===== config.mk =====
export PLATFORM = sky130hd
export DESIGN_NAME = tone_segment_extractor_unit_flat
export DESIGN_NICKNAME = d
export VERILOG_FILES = /design/src/hw/rtl/tse_pkg.sv /design/src/hw/rtl/tse_ifs.sv /design/src/hw/rtl/tone_segment_extractor_unit.sv /design/src/hw/rtl/tse_cfg.sv /design/src/hw/rtl/tse_div.sv /design/src/flat_wrapper.sv
export VERILOG_INCLUDE_DIRS = /design/src /design/src/hw/rtl
export SDC_FILE = /design/constraint.sdc
export NUM_CORES = 2
export LEC_CHECK = 0
export ABC_CLOCK_PERIOD_IN_PS = 9450
export BUFFER_PORTS_ARGS = -buffer_cell sky130_fd_sc_hd__buf_2
export CAP_MARGIN = 15
export CORE_MARGIN = 10
export CORE_UTILIZATION = 45
export CTS_CLUSTER_DIAMETER = 200
export CTS_CLUSTER_SIZE = 28
export DETAILED_ROUTE_END_ITERATION = 7
export SYNTH_ARGS = -nofsm -noshare
export SYNTH_HDL_FRONTEND = slang
export SYNTH_SLANG_ARGS = --single-unit

===== constraint.sdc =====
create_clock -name i_clk -period 9.45 [get_ports i_clk]
set_input_delay 0.4725 -clock i_clk [delete_from_list [all_inputs] [get_ports i_clk]]
set_output_delay 0.4725 -clock i_clk [all_outputs]
set_load 0.03 [all_outputs]

===== src/hw/rtl/tone_segment_extractor_unit_defines.svh =====
// Assertion macros shared by the tone segment extractor RTL.
// Define ASSERT_OFF to compile every check away.
`ifndef TONE_SEGMENT_EXTRACTOR_UNIT_DEFINES_SVH
`define TONE_SEGMENT_EXTRACTOR_UNIT_DEFINES_SVH

`ifndef ASSERT_OFF

// Condition that must hold at every clock edge outside reset.
`define TSE_ASSERT(lbl, clk, rstn, cond, msg) \
    lbl: assert property (@(posedge clk) disable iff (!rstn) (cond)) else $error(msg);

// Same-cycle implication.
`define TSE_ASSERT_IMP(lbl, clk, rstn, ante, cons, msg) \
    lbl: assert property (@(posedge clk) disable iff (!rstn) (ante) |-> (cons)) \
        else $error(msg);

// Next-cycle implication.
`define TSE_ASSERT_NEXT(lbl, clk, rstn, ante, cons, msg) \
    lbl: assert property (@(posedge clk) disable iff (!rstn) (ante) |=> (cons)) \
        else $error(msg);

`else

`define TSE_ASSERT(lbl, clk, rstn, cond, msg)
`define TSE_ASSERT_IMP(lbl, clk, rstn, ante, cons, msg)
`define TSE_ASSERT_NEXT(lbl, clk, rstn, ante, cons, msg)

`endif

`endif


===== src/hw/rtl/tse_pkg.sv =====
`timescale 1ns / 1ps

package tse_pkg;

    // Field widths.
    localparam int unsigned TS_W    = 48;
    localparam int unsigned FREQ_W  = 25;
    localparam int unsigned DUR_W   = 32;
    localparam int unsigned CFG_W   = 16;
    localparam int unsigned CFG_IDX_W = 2;

    // Scaling from seconds to milliseconds.
    localparam int unsigned MS_SCALE_W = 10;
    localparam logic [MS_SCALE_W-1:0] MS_PER_S = 10'd1000;

    // Divider: the dividend is a segment length times 1000, which needs TS_W + 10 bits.
    localparam int unsigned DIVD_W = TS_W + MS_SCALE_W;
    localparam int unsigned STEP_W = $clog2(DIVD_W + 1);

    // Saturation limits of the result fields.
    localparam logic [FREQ_W-1:0] FREQ_MAX = '1;
    localparam logic [DUR_W-1:0]  DUR_MAX  = '1;

    // Register reset values.
    localparam logic [CFG_W-1:0] TOLERANCE_RESET = 16'd20;
    localparam logic [CFG_W-1:0] MIN_FREQ_RESET  = 16'd50;
    localparam logic [CFG_W-1:0] MIN_DUR_RESET   = 16'd100;

    // Register indexes on the configuration channel.
    typedef enum logic [CFG_IDX_W-1:0] {
        CFG_TOLERANCE = 2'd0,
        CFG_MIN_FREQ  = 2'd1,
        CFG_MIN_DUR   = 2'd2
    } t_cfg_idx;

    // Result kinds.
    localparam logic KIND_NOTE = 1'b0;
    localparam logic KIND_SONG = 1'b1;

    // Current register contents.
    typedef struct packed {
        logic [CFG_W-1:0] tolerance_hz;
        logic [CFG_W-1:0] min_frequency_hz;
        logic [CFG_W-1:0] min_duration_ms;
    } t_cfg;

    // Divider command and status.
    typedef struct packed {
        logic              start;
        logic [STEP_W-1:0] steps;
    } t_div_ctl;

    typedef struct packed {
        logic busy;
        logic done;
    } t_div_sts;

endpackage


===== src/hw/rtl/tse_ifs.sv =====
`timescale 1ns / 1ps

// Edge item channel.
interface tse_in_if;
    logic                      valid;
    logic                      ready;
    logic [tse_pkg::TS_W-1:0]  timestamp_ticks;
    logic                      level;

    modport source (output valid, output timestamp_ticks, output level, input ready);
    modport sink   (input valid, input timestamp_ticks, input level, output ready);
endinterface

// Result item channel.
interface tse_out_if;
    logic                        valid;
    logic                        ready;
    logic                        event_kind;
    logic [tse_pkg::FREQ_W-1:0]  frequency_hz;
    logic [tse_pkg::DUR_W-1:0]   duration_ms;

    modport source (output valid, output event_kind, output frequency_hz,
                    output duration_ms, input ready);
    modport sink   (input valid, input event_kind, input frequency_hz,
                    input duration_ms, output ready);
endinterface

// Register write channel.
interface tse_cfg_if;
    logic                          valid;
    logic                          ready;
    logic [tse_pkg::CFG_IDX_W-1:0] index;
    logic [tse_pkg::CFG_W-1:0]     data;

    modport source (output valid, output index, output data, input ready);
    modport sink   (input valid, input index, input data, output ready);
endinterface


===== src/hw/rtl/tone_segment_extractor_unit.sv =====
`timescale 1ns / 1ps
`include "tone_segment_extractor_unit_defines.svh"

// Channel  Port   Direction  Item contents
// edges    i_in   sink       timestamp_ticks[47:0], level
// results  o_out  source     event_kind, frequency_hz[24:0], duration_ms[31:0]
// config   i_cfg  sink       index[1:0], data[15:0]
//
// A low edge is taken while i_in.ready stays high.
// A high edge holds i_in.ready low through S_CALC, S_MUL, S_FDIV (a division of TW quotient bits,
// TW being the bit width of TICK_RATE) and S_FCHK, and through S_OUT when it produces a new-song marker.
// A finished note adds S_MDIV, which forms 58 quotient bits for the duration, and S_OUT to take them.
// A waiting result stalls the input only when the next high edge also yields a result.
// Reset is synchronous; it clears the edge and segment history and reloads the registers.
module tone_segment_extractor_unit #(
    parameter int unsigned TICK_RATE = 24000000
) (
    input  logic        i_clk,
    input  logic        i_rst_n,
    tse_in_if.sink      i_in,
    tse_out_if.source   o_out,
    tse_cfg_if.sink     i_cfg
);

    localparam int unsigned TW   = $clog2(TICK_RATE + 1);
    localparam int unsigned MP_W = tse_pkg::CFG_W + TW;
    localparam logic [tse_pkg::DIVD_W-1:0] TR_ALIGNED =
        tse_pkg::DIVD_W'(TICK_RATE) << (tse_pkg::DIVD_W - TW);
    localparam logic [tse_pkg::TS_W-1:0]   TR_DIVISOR = tse_pkg::TS_W'(TICK_RATE);
    localparam logic [tse_pkg::STEP_W-1:0] FREQ_STEPS = tse_pkg::STEP_W'(TW);
    localparam logic [tse_pkg::STEP_W-1:0] DUR_STEPS  = tse_pkg::STEP_W'(tse_pkg::DIVD_W);
    localparam logic [tse_pkg::FREQ_W-1:0] ZERO_GAP_FREQ =
        (TICK_RATE > (2 ** tse_pkg::FREQ_W - 1)) ? tse_pkg::FREQ_MAX
                                                 : tse_pkg::FREQ_W'(TICK_RATE);

    typedef enum logic [6:0] {
        S_IDLE = 7'b0000001,
        S_CALC = 7'b0000010,
        S_MUL  = 7'b0000100,
        S_FDIV = 7'b0001000,
        S_FCHK = 7'b0010000,
        S_MDIV = 7'b0100000,
        S_OUT  = 7'b1000000
    } t_state;

    t_state r_state;
    t_state n_state;

    // Architectural history.
    logic [tse_pkg::TS_W-1:0]   r_prev_edge;
    logic [tse_pkg::FREQ_W-1:0] r_prev_freq;
    logic [tse_pkg::TS_W-1:0]   r_seg_start;

    // Working registers for the item in flight.
    logic [tse_pkg::TS_W-1:0]   r_ts;
    logic [tse_pkg::TS_W-1:0]   r_gap;
    logic [tse_pkg::TS_W-1:0]   r_seg;
    logic [MP_W-1:0]            r_min_prod;
    logic [tse_pkg::DIVD_W-1:0] r_scaled;
    logic [tse_pkg::FREQ_W-1:0] r_freq;
    logic                       r_res_kind;
    logic [tse_pkg::FREQ_W-1:0] r_res_freq;
    logic [tse_pkg::DUR_W-1:0]  r_res_dur;

    // Output register.
    logic                       r_out_valid;
    logic                       r_o_kind;
    logic [tse_pkg::FREQ_W-1:0] r_o_freq;
    logic [tse_pkg::DUR_W-1:0]  r_o_dur;

    tse_pkg::t_cfg              cfg;
    tse_pkg::t_div_ctl          div_ctl;
    tse_pkg::t_div_sts          div_sts;
    logic [tse_pkg::DIVD_W-1:0] div_dividend;
    logic [tse_pkg::TS_W-1:0]   div_divisor;
    logic [tse_pkg::DIVD_W-1:0] div_quot;

    logic                       in_fire;
    logic                       out_fire;
    logic                       out_free;
    logic [tse_pkg::FREQ_W-1:0] freq_diff;
    logic                       seg_break;
    logic                       long_enough;
    logic                       note_ok;
    logic                       song_ok;
    logic                       freq_start;
    logic                       dur_start;

    tse_cfg u_cfg (
        .i_clk   (i_clk),
        .i_rst_n (i_rst_n),
        .i_cfg   (i_cfg),
        .o_cfg   (cfg)
    );

    tse_div u_div (
        .i_clk      (i_clk),
        .i_rst_n    (i_rst_n),
        .i_ctl      (div_ctl),
        .i_dividend (div_dividend),
        .i_divisor  (div_divisor),
        .o_sts      (div_sts),
        .o_quotient (div_quot)
    );

    // Handshakes.
    assign i_in.ready = (r_state == S_IDLE);
    assign in_fire    = i_in.valid & i_in.ready;
    assign out_fire   = r_out_valid & o_out.ready;
    assign out_free   = !r_out_valid || o_out.ready;

    // Segment decision, taken in S_FCHK from registered values.
    assign freq_diff   = (r_freq > r_prev_freq) ? (r_freq - r_prev_freq)
                                                : (r_prev_freq - r_freq);
    assign seg_break   = freq_diff > tse_pkg::FREQ_W'(cfg.tolerance_hz);
    assign long_enough = r_scaled > tse_pkg::DIVD_W'(r_min_prod);
    assign note_ok     = (r_prev_freq > tse_pkg::FREQ_W'(cfg.min_frequency_hz)) && long_enough;
    assign song_ok     = r_prev_freq < tse_pkg::FREQ_W'(cfg.min_frequency_hz);

    // Divider sharing: frequency first, then the note duration when needed.
    assign freq_start    = (r_state == S_MUL);
    assign dur_start     = (r_state == S_FCHK) && seg_break && note_ok;
    assign div_ctl.start = freq_start || dur_start;
    assign div_ctl.steps = freq_start ? FREQ_STEPS : DUR_STEPS;
    assign div_dividend  = freq_start ? TR_ALIGNED : r_scaled;
    assign div_divisor   = freq_start ? r_gap : TR_DIVISOR;

    // Sequencer.
    always_comb begin
        n_state = r_state;
        case (r_state)
            S_IDLE: begin
                if (in_fire && i_in.level) n_state = S_CALC;
            end
            S_CALC: n_state = S_MUL;
            S_MUL:  n_state = S_FDIV;
            S_FDIV: begin
                if (div_sts.done) n_state = S_FCHK;
            end
            S_FCHK: begin
                if (seg_break && note_ok) begin
                    n_state = S_MDIV;
                end else if (seg_break && song_ok) begin
                    n_state = S_OUT;
                end else begin
                    n_state = S_IDLE;
                end
            end
            S_MDIV: begin
                if (div_sts.done) n_state = S_OUT;
            end
            S_OUT: begin
                if (out_free) n_state = S_IDLE;
            end
            default: n_state = S_IDLE;
        endcase
    end

    // Control and history registers.
    always_ff @(posedge i_clk) begin
        if (!i_rst_n) begin
            r_state     <= S_IDLE;
            r_prev_edge <= '0;
            r_prev_freq <= '0;
            r_seg_start <= '0;
            r_out_valid <= 1'b0;
        end else begin
            r_state <= n_state;
            if (in_fire && !i_in.level) begin
                r_prev_edge <= i_in.timestamp_ticks;
            end
            if (r_state == S_CALC) begin
                r_prev_edge <= r_ts;
            end
            if (r_state == S_FCHK) begin
                r_prev_freq <= r_freq;
                if (seg_break) r_seg_start <= r_ts;
            end
            if (out_fire) r_out_valid <= 1'b0;
            if ((r_state == S_OUT) && out_free) r_out_valid <= 1'b1;
        end
    end

    // Working and output payload registers.
    always_ff @(posedge i_clk) begin
        if (in_fire) begin
            r_ts <= i_in.timestamp_ticks;
        end
        if (r_state == S_CALC) begin
            r_gap      <= r_ts - r_prev_edge;
            r_seg      <= r_ts - r_seg_start;
            r_min_prod <= MP_W'(cfg.min_duration_ms) * MP_W'(TICK_RATE);
        end
        if (r_state == S_MUL) begin
            r_scaled <= tse_pkg::DIVD_W'(r_seg) * tse_pkg::DIVD_W'(tse_pkg::MS_PER_S);
        end
        if ((r_state == S_FDIV) && div_sts.done) begin
            if (r_gap == '0) begin
                r_freq <= ZERO_GAP_FREQ;
            end else if (div_quot > tse_pkg::DIVD_W'(tse_pkg::FREQ_MAX)) begin
                r_freq <= tse_pkg::FREQ_MAX;
            end else begin
                r_freq <= div_quot[tse_pkg::FREQ_W-1:0];
            end
        end
        if (r_state == S_FCHK) begin
            // The outgoing note carries the frequency of the segment that ended.
            r_res_kind <= note_ok ? tse_pkg::KIND_NOTE : tse_pkg::KIND_SONG;
            r_res_freq <= note_ok ? r_prev_freq : '0;
            r_res_dur  <= '0;
        end
        if ((r_state == S_MDIV) && div_sts.done) begin
            r_res_dur <= (div_quot > tse_pkg::DIVD_W'(tse_pkg::DUR_MAX))
                         ? tse_pkg::DUR_MAX : div_quot[tse_pkg::DUR_W-1:0];
        end
        if ((r_state == S_OUT) && out_free) begin
            r_o_kind <= r_res_kind;
            r_o_freq <= r_res_freq;
            r_o_dur  <= r_res_dur;
        end
    end

    assign o_out.valid        = r_out_valid;
    assign o_out.event_kind   = r_o_kind;
    assign o_out.frequency_hz = r_o_freq;
    assign o_out.duration_ms  = r_o_dur;

    `TSE_ASSERT(a_state_onehot, i_clk, i_rst_n, $onehot(r_state), "sequencer state not one-hot")
    `TSE_ASSERT_IMP(a_div_done_expected, i_clk, i_rst_n, div_sts.done, (r_state == S_FDIV) || (r_state == S_MDIV), "divider finished while no division was awaited")
    `TSE_ASSERT_IMP(a_div_busy_awaited, i_clk, i_rst_n, ((r_state == S_FDIV) || (r_state == S_MDIV)) && !div_sts.done, div_sts.busy, "division awaited while the divider is idle")
    `TSE_ASSERT_IMP(a_marker_blank, i_clk, i_rst_n, o_out.valid && (o_out.event_kind == tse_pkg::KIND_SONG), (o_out.frequency_hz == '0) && (o_out.duration_ms == '0), "new-song marker carries a frequency or duration")
    `TSE_ASSERT_NEXT(a_result_loaded, i_clk, i_rst_n, (r_state == S_OUT) && out_free, r_out_valid && (r_state == S_IDLE), "finished result not placed in the output register")

endmodule


===== src/hw/rtl/tse_cfg.sv =====
`timescale 1ns / 1ps

// Configuration registers, written one at a time through the write channel.
module tse_cfg (
    input  logic          i_clk,
    input  logic          i_rst_n,
    tse_cfg_if.sink       i_cfg,
    output tse_pkg::t_cfg o_cfg
);

    tse_pkg::t_cfg r_cfg;
    logic          wr_fire;

    // Writes are always taken; an index past the list is dropped.
    assign i_cfg.ready = 1'b1;
    assign wr_fire     = i_cfg.valid & i_cfg.ready;

    always_ff @(posedge i_clk) begin
        if (!i_rst_n) begin
            r_cfg.tolerance_hz     <= tse_pkg::TOLERANCE_RESET;
            r_cfg.min_frequency_hz <= tse_pkg::MIN_FREQ_RESET;
            r_cfg.min_duration_ms  <= tse_pkg::MIN_DUR_RESET;
        end else if (wr_fire) begin
            case (i_cfg.index)
                tse_pkg::CFG_TOLERANCE: r_cfg.tolerance_hz     <= i_cfg.data;
                tse_pkg::CFG_MIN_FREQ:  r_cfg.min_frequency_hz <= i_cfg.data;
                tse_pkg::CFG_MIN_DUR:   r_cfg.min_duration_ms  <= i_cfg.data;
                default: ;
            endcase
        end
    end

    assign o_cfg = r_cfg;

endmodule


===== src/hw/rtl/tse_div.sv =====
`timescale 1ns / 1ps
`include "tone_segment_extractor_unit_defines.svh"

// Bit-serial restoring divider. The dividend sits left-aligned in a shift
// register; each cycle one bit moves into the partial remainder and one
// quotient bit moves in at the bottom. After the requested number of steps
// the quotient fills the low bits of the same register.
module tse_div (
    input  logic                         i_clk,
    input  logic                         i_rst_n,
    input  tse_pkg::t_div_ctl            i_ctl,
    input  logic [tse_pkg::DIVD_W-1:0]   i_dividend,
    input  logic [tse_pkg::TS_W-1:0]     i_divisor,
    output tse_pkg::t_div_sts            o_sts,
    output logic [tse_pkg::DIVD_W-1:0]   o_quotient
);

    logic                          r_busy;
    logic                          r_done;
    logic [tse_pkg::STEP_W-1:0]    r_cnt;
    logic [tse_pkg::DIVD_W-1:0]    r_q;
    logic [tse_pkg::TS_W-1:0]      r_rem;
    logic [tse_pkg::TS_W-1:0]      r_div;

    logic [tse_pkg::TS_W:0]        trial;
    logic [tse_pkg::TS_W:0]        diff;
    logic                          fits;

    // One trial subtraction per cycle.
    assign trial = {r_rem, r_q[tse_pkg::DIVD_W-1]};
    assign diff  = trial - {1'b0, r_div};
    assign fits  = trial >= {1'b0, r_div};

    // Control: step counter and completion pulse.
    always_ff @(posedge i_clk) begin
        if (!i_rst_n) begin
            r_busy <= 1'b0;
            r_done <= 1'b0;
            r_cnt  <= '0;
        end else begin
            r_done <= 1'b0;
            if (i_ctl.start) begin
                r_busy <= 1'b1;
                r_cnt  <= i_ctl.steps;
            end else if (r_busy) begin
                r_cnt <= r_cnt - tse_pkg::STEP_W'(1);
                if (r_cnt == tse_pkg::STEP_W'(1)) begin
                    r_busy <= 1'b0;
                    r_done <= 1'b1;
                end
            end
        end
    end

    // Data path: remainder and dividend/quotient shift register.
    always_ff @(posedge i_clk) begin
        if (i_ctl.start) begin
            r_q   <= i_dividend;
            r_rem <= '0;
            r_div <= i_divisor;
        end else if (r_busy) begin
            r_q   <= {r_q[tse_pkg::DIVD_W-2:0], fits};
            r_rem <= fits ? diff[tse_pkg::TS_W-1:0] : trial[tse_pkg::TS_W-1:0];
        end
    end

    assign o_sts.busy = r_busy;
    assign o_sts.done = r_done;
    assign o_quotient = r_q;

    `TSE_ASSERT_IMP(a_div_no_restart, i_clk, i_rst_n, i_ctl.start, !r_busy, "divider restarted while busy")
    `TSE_ASSERT_IMP(a_div_done_follows_busy, i_clk, i_rst_n, r_done, $past(r_busy) && !r_busy, "divider done without a preceding step")
    `TSE_ASSERT_IMP(a_div_count_live, i_clk, i_rst_n, r_busy, r_cnt != '0, "divider busy with no steps left")

endmodule

===== src/flat_wrapper.sv =====
// flat-port wrapper written by rule: the top's interface ports become plain ports
module tone_segment_extractor_unit_flat 
#(
    parameter int unsigned TICK_RATE = 24000000
)
  (i_clk, i_rst_n, i_in_valid, i_in_timestamp_ticks, i_in_level, i_in_ready, o_out_valid, o_out_event_kind, o_out_frequency_hz, o_out_duration_ms, o_out_ready, i_cfg_valid, i_cfg_index, i_cfg_data, i_cfg_ready);
  tse_in_if i_in_i ();
  tse_out_if o_out_i ();
  tse_cfg_if i_cfg_i ();
  input  logic i_clk;
  input  logic i_rst_n;
  input wire logic [$bits(i_in_i.valid)-1:0] i_in_valid;
  input wire logic [$bits(i_in_i.timestamp_ticks)-1:0] i_in_timestamp_ticks;
  input wire logic [$bits(i_in_i.level)-1:0] i_in_level;
  output wire logic [$bits(i_in_i.ready)-1:0] i_in_ready;
  output wire logic [$bits(o_out_i.valid)-1:0] o_out_valid;
  output wire logic [$bits(o_out_i.event_kind)-1:0] o_out_event_kind;
  output wire logic [$bits(o_out_i.frequency_hz)-1:0] o_out_frequency_hz;
  output wire logic [$bits(o_out_i.duration_ms)-1:0] o_out_duration_ms;
  input wire logic [$bits(o_out_i.ready)-1:0] o_out_ready;
  input wire logic [$bits(i_cfg_i.valid)-1:0] i_cfg_valid;
  input wire logic [$bits(i_cfg_i.index)-1:0] i_cfg_index;
  input wire logic [$bits(i_cfg_i.data)-1:0] i_cfg_data;
  output wire logic [$bits(i_cfg_i.ready)-1:0] i_cfg_ready;
  assign i_in_i.valid = i_in_valid;
  assign i_in_i.timestamp_ticks = i_in_timestamp_ticks;
  assign i_in_i.level = i_in_level;
  assign i_in_ready = i_in_i.ready;
  assign o_out_valid = o_out_i.valid;
  assign o_out_event_kind = o_out_i.event_kind;
  assign o_out_frequency_hz = o_out_i.frequency_hz;
  assign o_out_duration_ms = o_out_i.duration_ms;
  assign o_out_i.ready = o_out_ready;
  assign i_cfg_i.valid = i_cfg_valid;
  assign i_cfg_i.index = i_cfg_index;
  assign i_cfg_i.data = i_cfg_data;
  assign i_cfg_ready = i_cfg_i.ready;
  tone_segment_extractor_unit #(.TICK_RATE(TICK_RATE)) u_core (.i_clk(i_clk), .i_rst_n(i_rst_n), .i_in(i_in_i), .o_out(o_out_i), .i_cfg(i_cfg_i));
endmodule

==> results.md <==
* Synth area leader: edfxtp_1
* Async SR Flop Fraction at 0
* Worst Hold Class: input pin to register
* R2R Path Start: u_core.r_freq[11]
* Die W at 358 um
* Share of cells above drive strength 1 at 0.0612
* Commonest cells post-synth: inv_1, ha_1, edfxtp_1
* Worst Path Required at 9.76 ns
* Starting Density at 0.455
* Post-CTS Setup Inserts at 0
* Clock skew at 0.0548 ns
* Slew of the pin with the lowest slew margin at 1.14 ns
* Hpwl dp at 99500 um
* Kind of critical path: register to register
* Avg WL per Cell at 18.7 um
* Detailed-route DRC error count at 0
* Rel. slew slack at 0.238
* Top post-synthesis cells by area: edfxtp_1, ha_1, fa_1
* Finish-stage setup viols at 0
* Via Count at 36600
* Antenna Violating Nets Remaining at 0
* Top_reg_cell synth: edfxtp_1
* Crit end category: register
* R2R setup slack at 1.65 ns
* First-pass GRT wire length at 204000 um
* Outcome: complete, no violations
* Initial antenna violation count at 7
* Reg-to-Reg End: u_core.u_div.o_quotient[48]
* Clock root buffer: clkbuf_16
* DRT iter0 DRCs at 2489
* Tot Pwr at 12.1 mW
* Cell count after synthesis at 5165
* Clock buffer count from CTS at 29
* Cts repair resizes at 0
* Worst-path fanout max at 59
* Vias in the first global route at 37000
* TritonCTS clock tree: done
* Setup TNS at 0 ns
* Switching Fraction at 0.416
* LEAKAGE at 22.9 nW
* Final nets at 6084
* Maximum clock rate at 128 MHz
* Port bufs at 131
* CTS sink count at 711
* Area Overhead vs Synth at 6.55%
* Fin crit share at 0.826
* Netlist Area Pre-Place at 51500 um2
* Hold EP: u_core.r_ts[0]
* Pwr dens at 220 nW/um2
* Pre-CTS setup slack at 1.67 ns
* Detailed Routing Iterations Pass 1 at 5
* Core Rows at 123
* Clock slew at reported path FFs at 0.13 ns
* WL final at 126000 um
* Post-synth EDFFs at 478
* Gp weighted congestion at 0.894
* Worst setup SP type: register
* Via-per-instance ratio at 5.43
* Logic pwr share at 0.546
* Seq pwr share at 0.321
* Worst Hold Launch: i_in_timestamp_ticks[0]
* Die area at 128000 um2
* Yosys warns at 0
* Die H at 358 um
* RSZ-0062 raised after global routing: no
* Max-cap viol count at 0
* Crit path DAT at 8.11 ns
* Switching pwr at 5.02 mW
* Clock Power Share at 0.132
* Yosys top cell area share at 0.279
* GRT overflow at 0
* Int Pwr at 7.04 mW
* Fillers at 10700
* Sequential fraction of the synthesis area at 0.370
* Core ar. at 113000 um2
* Final number of hold-violating endpoints at 0
* Syn Nets at 6026
* CTS HTree Levels at 1
* R2R depth at 25
* Final worst path period need at 7.80 ns
* Synth Register Bits at 711
* CTS max path bufs at 3
* Top-count cell post-synth: inv_1
* Largest net degree at the start of global routing at 122
* Syn Area/Cell at 9.96 um2
* I/O pins at 133
* Peak supply drop at 0.250 mV
* GR Util All Layers at 0.197
* Fin worst setup slack at 1.65 ns
* Slew Viols, Final at 0
* Clock Latency Late Sink at 0.69 ns
* Hold Crit Depth at 1
* Synth unique cells at 86
power by group through the flow:
| stage | Combinational, mW | Clock, mW | Sequential [mW] |
|---|---|---|---|
| 6_report | 6.59 | 1.60 | 3.87 |
| 3_3_place_gp | 6.51 | 0 | 3.94 |
| 3_5_place_dp | 6.56 | 0 | 3.94 |
| 5_1_grt | 7.47 | 1.76 | 3.89 |
| 2_1_floorplan | 5.15 | 0 | 3.88 |
| 4_1_cts | 6.62 | 1.66 | 3.87 |
layout by cell type (no fill, tap or decap), types with 127 or more instances in the layout:
cell	netlist	routed
a21o_1	127	127
a21oi_1	362	362
buf_2	23	131
dfxtp_1	233	232
edfxtp_1	478	478
fa_1	286	286
ha_1	503	503
inv_1	709	705
nand2_1	406	406
nor2_1	385	385
o21ai_0	171	171
xnor2_1	146	146
final cells by class:
cell class,instances,area [um2],share of cell area
timing repair buffer,203,1320,0.0240
sequential,711,19000,0.347
clock inverter,2,28.8,0.000525
inverter,710,2670,0.0487
tap,1500,1880,0.0342
antenna,1,2.50,0.0000456
multi-input combinational,3568,29100,0.531
clock buffer,52,812,0.0148
cells by family (layout without fill, tap and decap cells):
family                   count (synthesis)  after routing  share of synthesized area
AO/OA/AOI/OAI                         1093           1093                      0.143
XOR/XNOR                               217            217                     0.0369
adder cells (fa/ha/maj)                789            789                      0.234
buffers and inverters                  886            967                     0.0663
flip-flops                             711            711                      0.370
multiplexers                           128            128                     0.0260
other                                    1              2                  0.0000729
AND/OR/NAND/NOR                       1340           1340                      0.124
critical path: stages, from the launching register on:
cell and delay [ns]:
edfxtp_1 0.40, inv_1 0.06, ha_1 0.48, and4_1 0.30
nand3_1 0.19, a31oi_1 0.49, o31ai_4 0.16, a21oi_4 0.56
a31o_2 0.27, nor2_1 0.04, nor3_1 0.50, o311ai_0 0.23
xnor2_1 0.19, ha_1 0.20, a21o_1 0.15, a21o_1 0.17
a221o_1 0.37, o21ai_0 0.15, a21oi_1 0.08, o21ai_0 0.36
nand4_1 0.31, nor3_2 0.32, nor3b_4 0.08, buf_4 0.39
or3_2 0.54, buf_4 0.37
per-stage QoR:
stage,cells,hold WS (ns),cell area (um2),util
CTS,6744,0.00151,54800,0.485
detailed placement,6643,0.405,53500,0.474
finish,6747,0.0542,54800,0.485
global placement,6643,0.402,53500,0.474
global route,6746,0.00415,54800,0.485
floorplan,5165,0.400,51500,-
worst max path at each step:
| stage | startpoint | end | slack [ns] | cells past startpoint |
|---|---|---|---|---|
| global placement | u_core.r_freq[11] | u_core.u_div.r_div[18] | 1.62 | 24 |
| CTS | u_core.r_freq[11] | u_core.u_div.r_div[17] | 1.65 | 24 |
| detailed placement | u_core.r_freq[11] | u_core.u_div.r_div[18] | 1.67 | 24 |
| finish | u_core.r_freq[11] | u_core.u_div.o_quotient[48] | 1.65 | 25 |
| floorplan | u_core.r_freq[15] | u_core.u_div.o_quotient[0] | 2.91 | 26 |
| global route | u_core.r_freq[11] | u_core.u_div.r_div[10] | 1.10 | 24 |
what timing repair did:
action | 4_1_cts | 5_1_grt
hold buffers | 47 | 0
hold endpoints to repair | 47 | 0
endpoints found under the setup margin | 0 | 0
metal layers:
layer | track usage | routed length (um)
met1 | 0.267 | 57500
met2 | 0.334 | 60200
met3 | 0.0237 | 5810
met4 | 0.0455 | 2880
met5 | 0 | 27
sequential cells by signal, indices dropped and copies added (netlist names), 32 cells and up:
signal / cells
u_core.u_div.r_div: 48
u_core.r_prev_edge: 48
u_core.r_res_dur: 32
u_core.r_seg: 48
u_core.r_min_prod: 32
u_core.u_cfg.o_cfg: 48
u_core.u_div.o_quotient: 58
u_core.r_seg_start: 48
u_core.r_scaled: 55
u_core.r_gap: 48
u_core.o_out.duration_ms: 32
u_core.r_ts: 48
u_core.u_div.r_rem: 48
No activity file was read; power rests on OpenSTA's default activity.
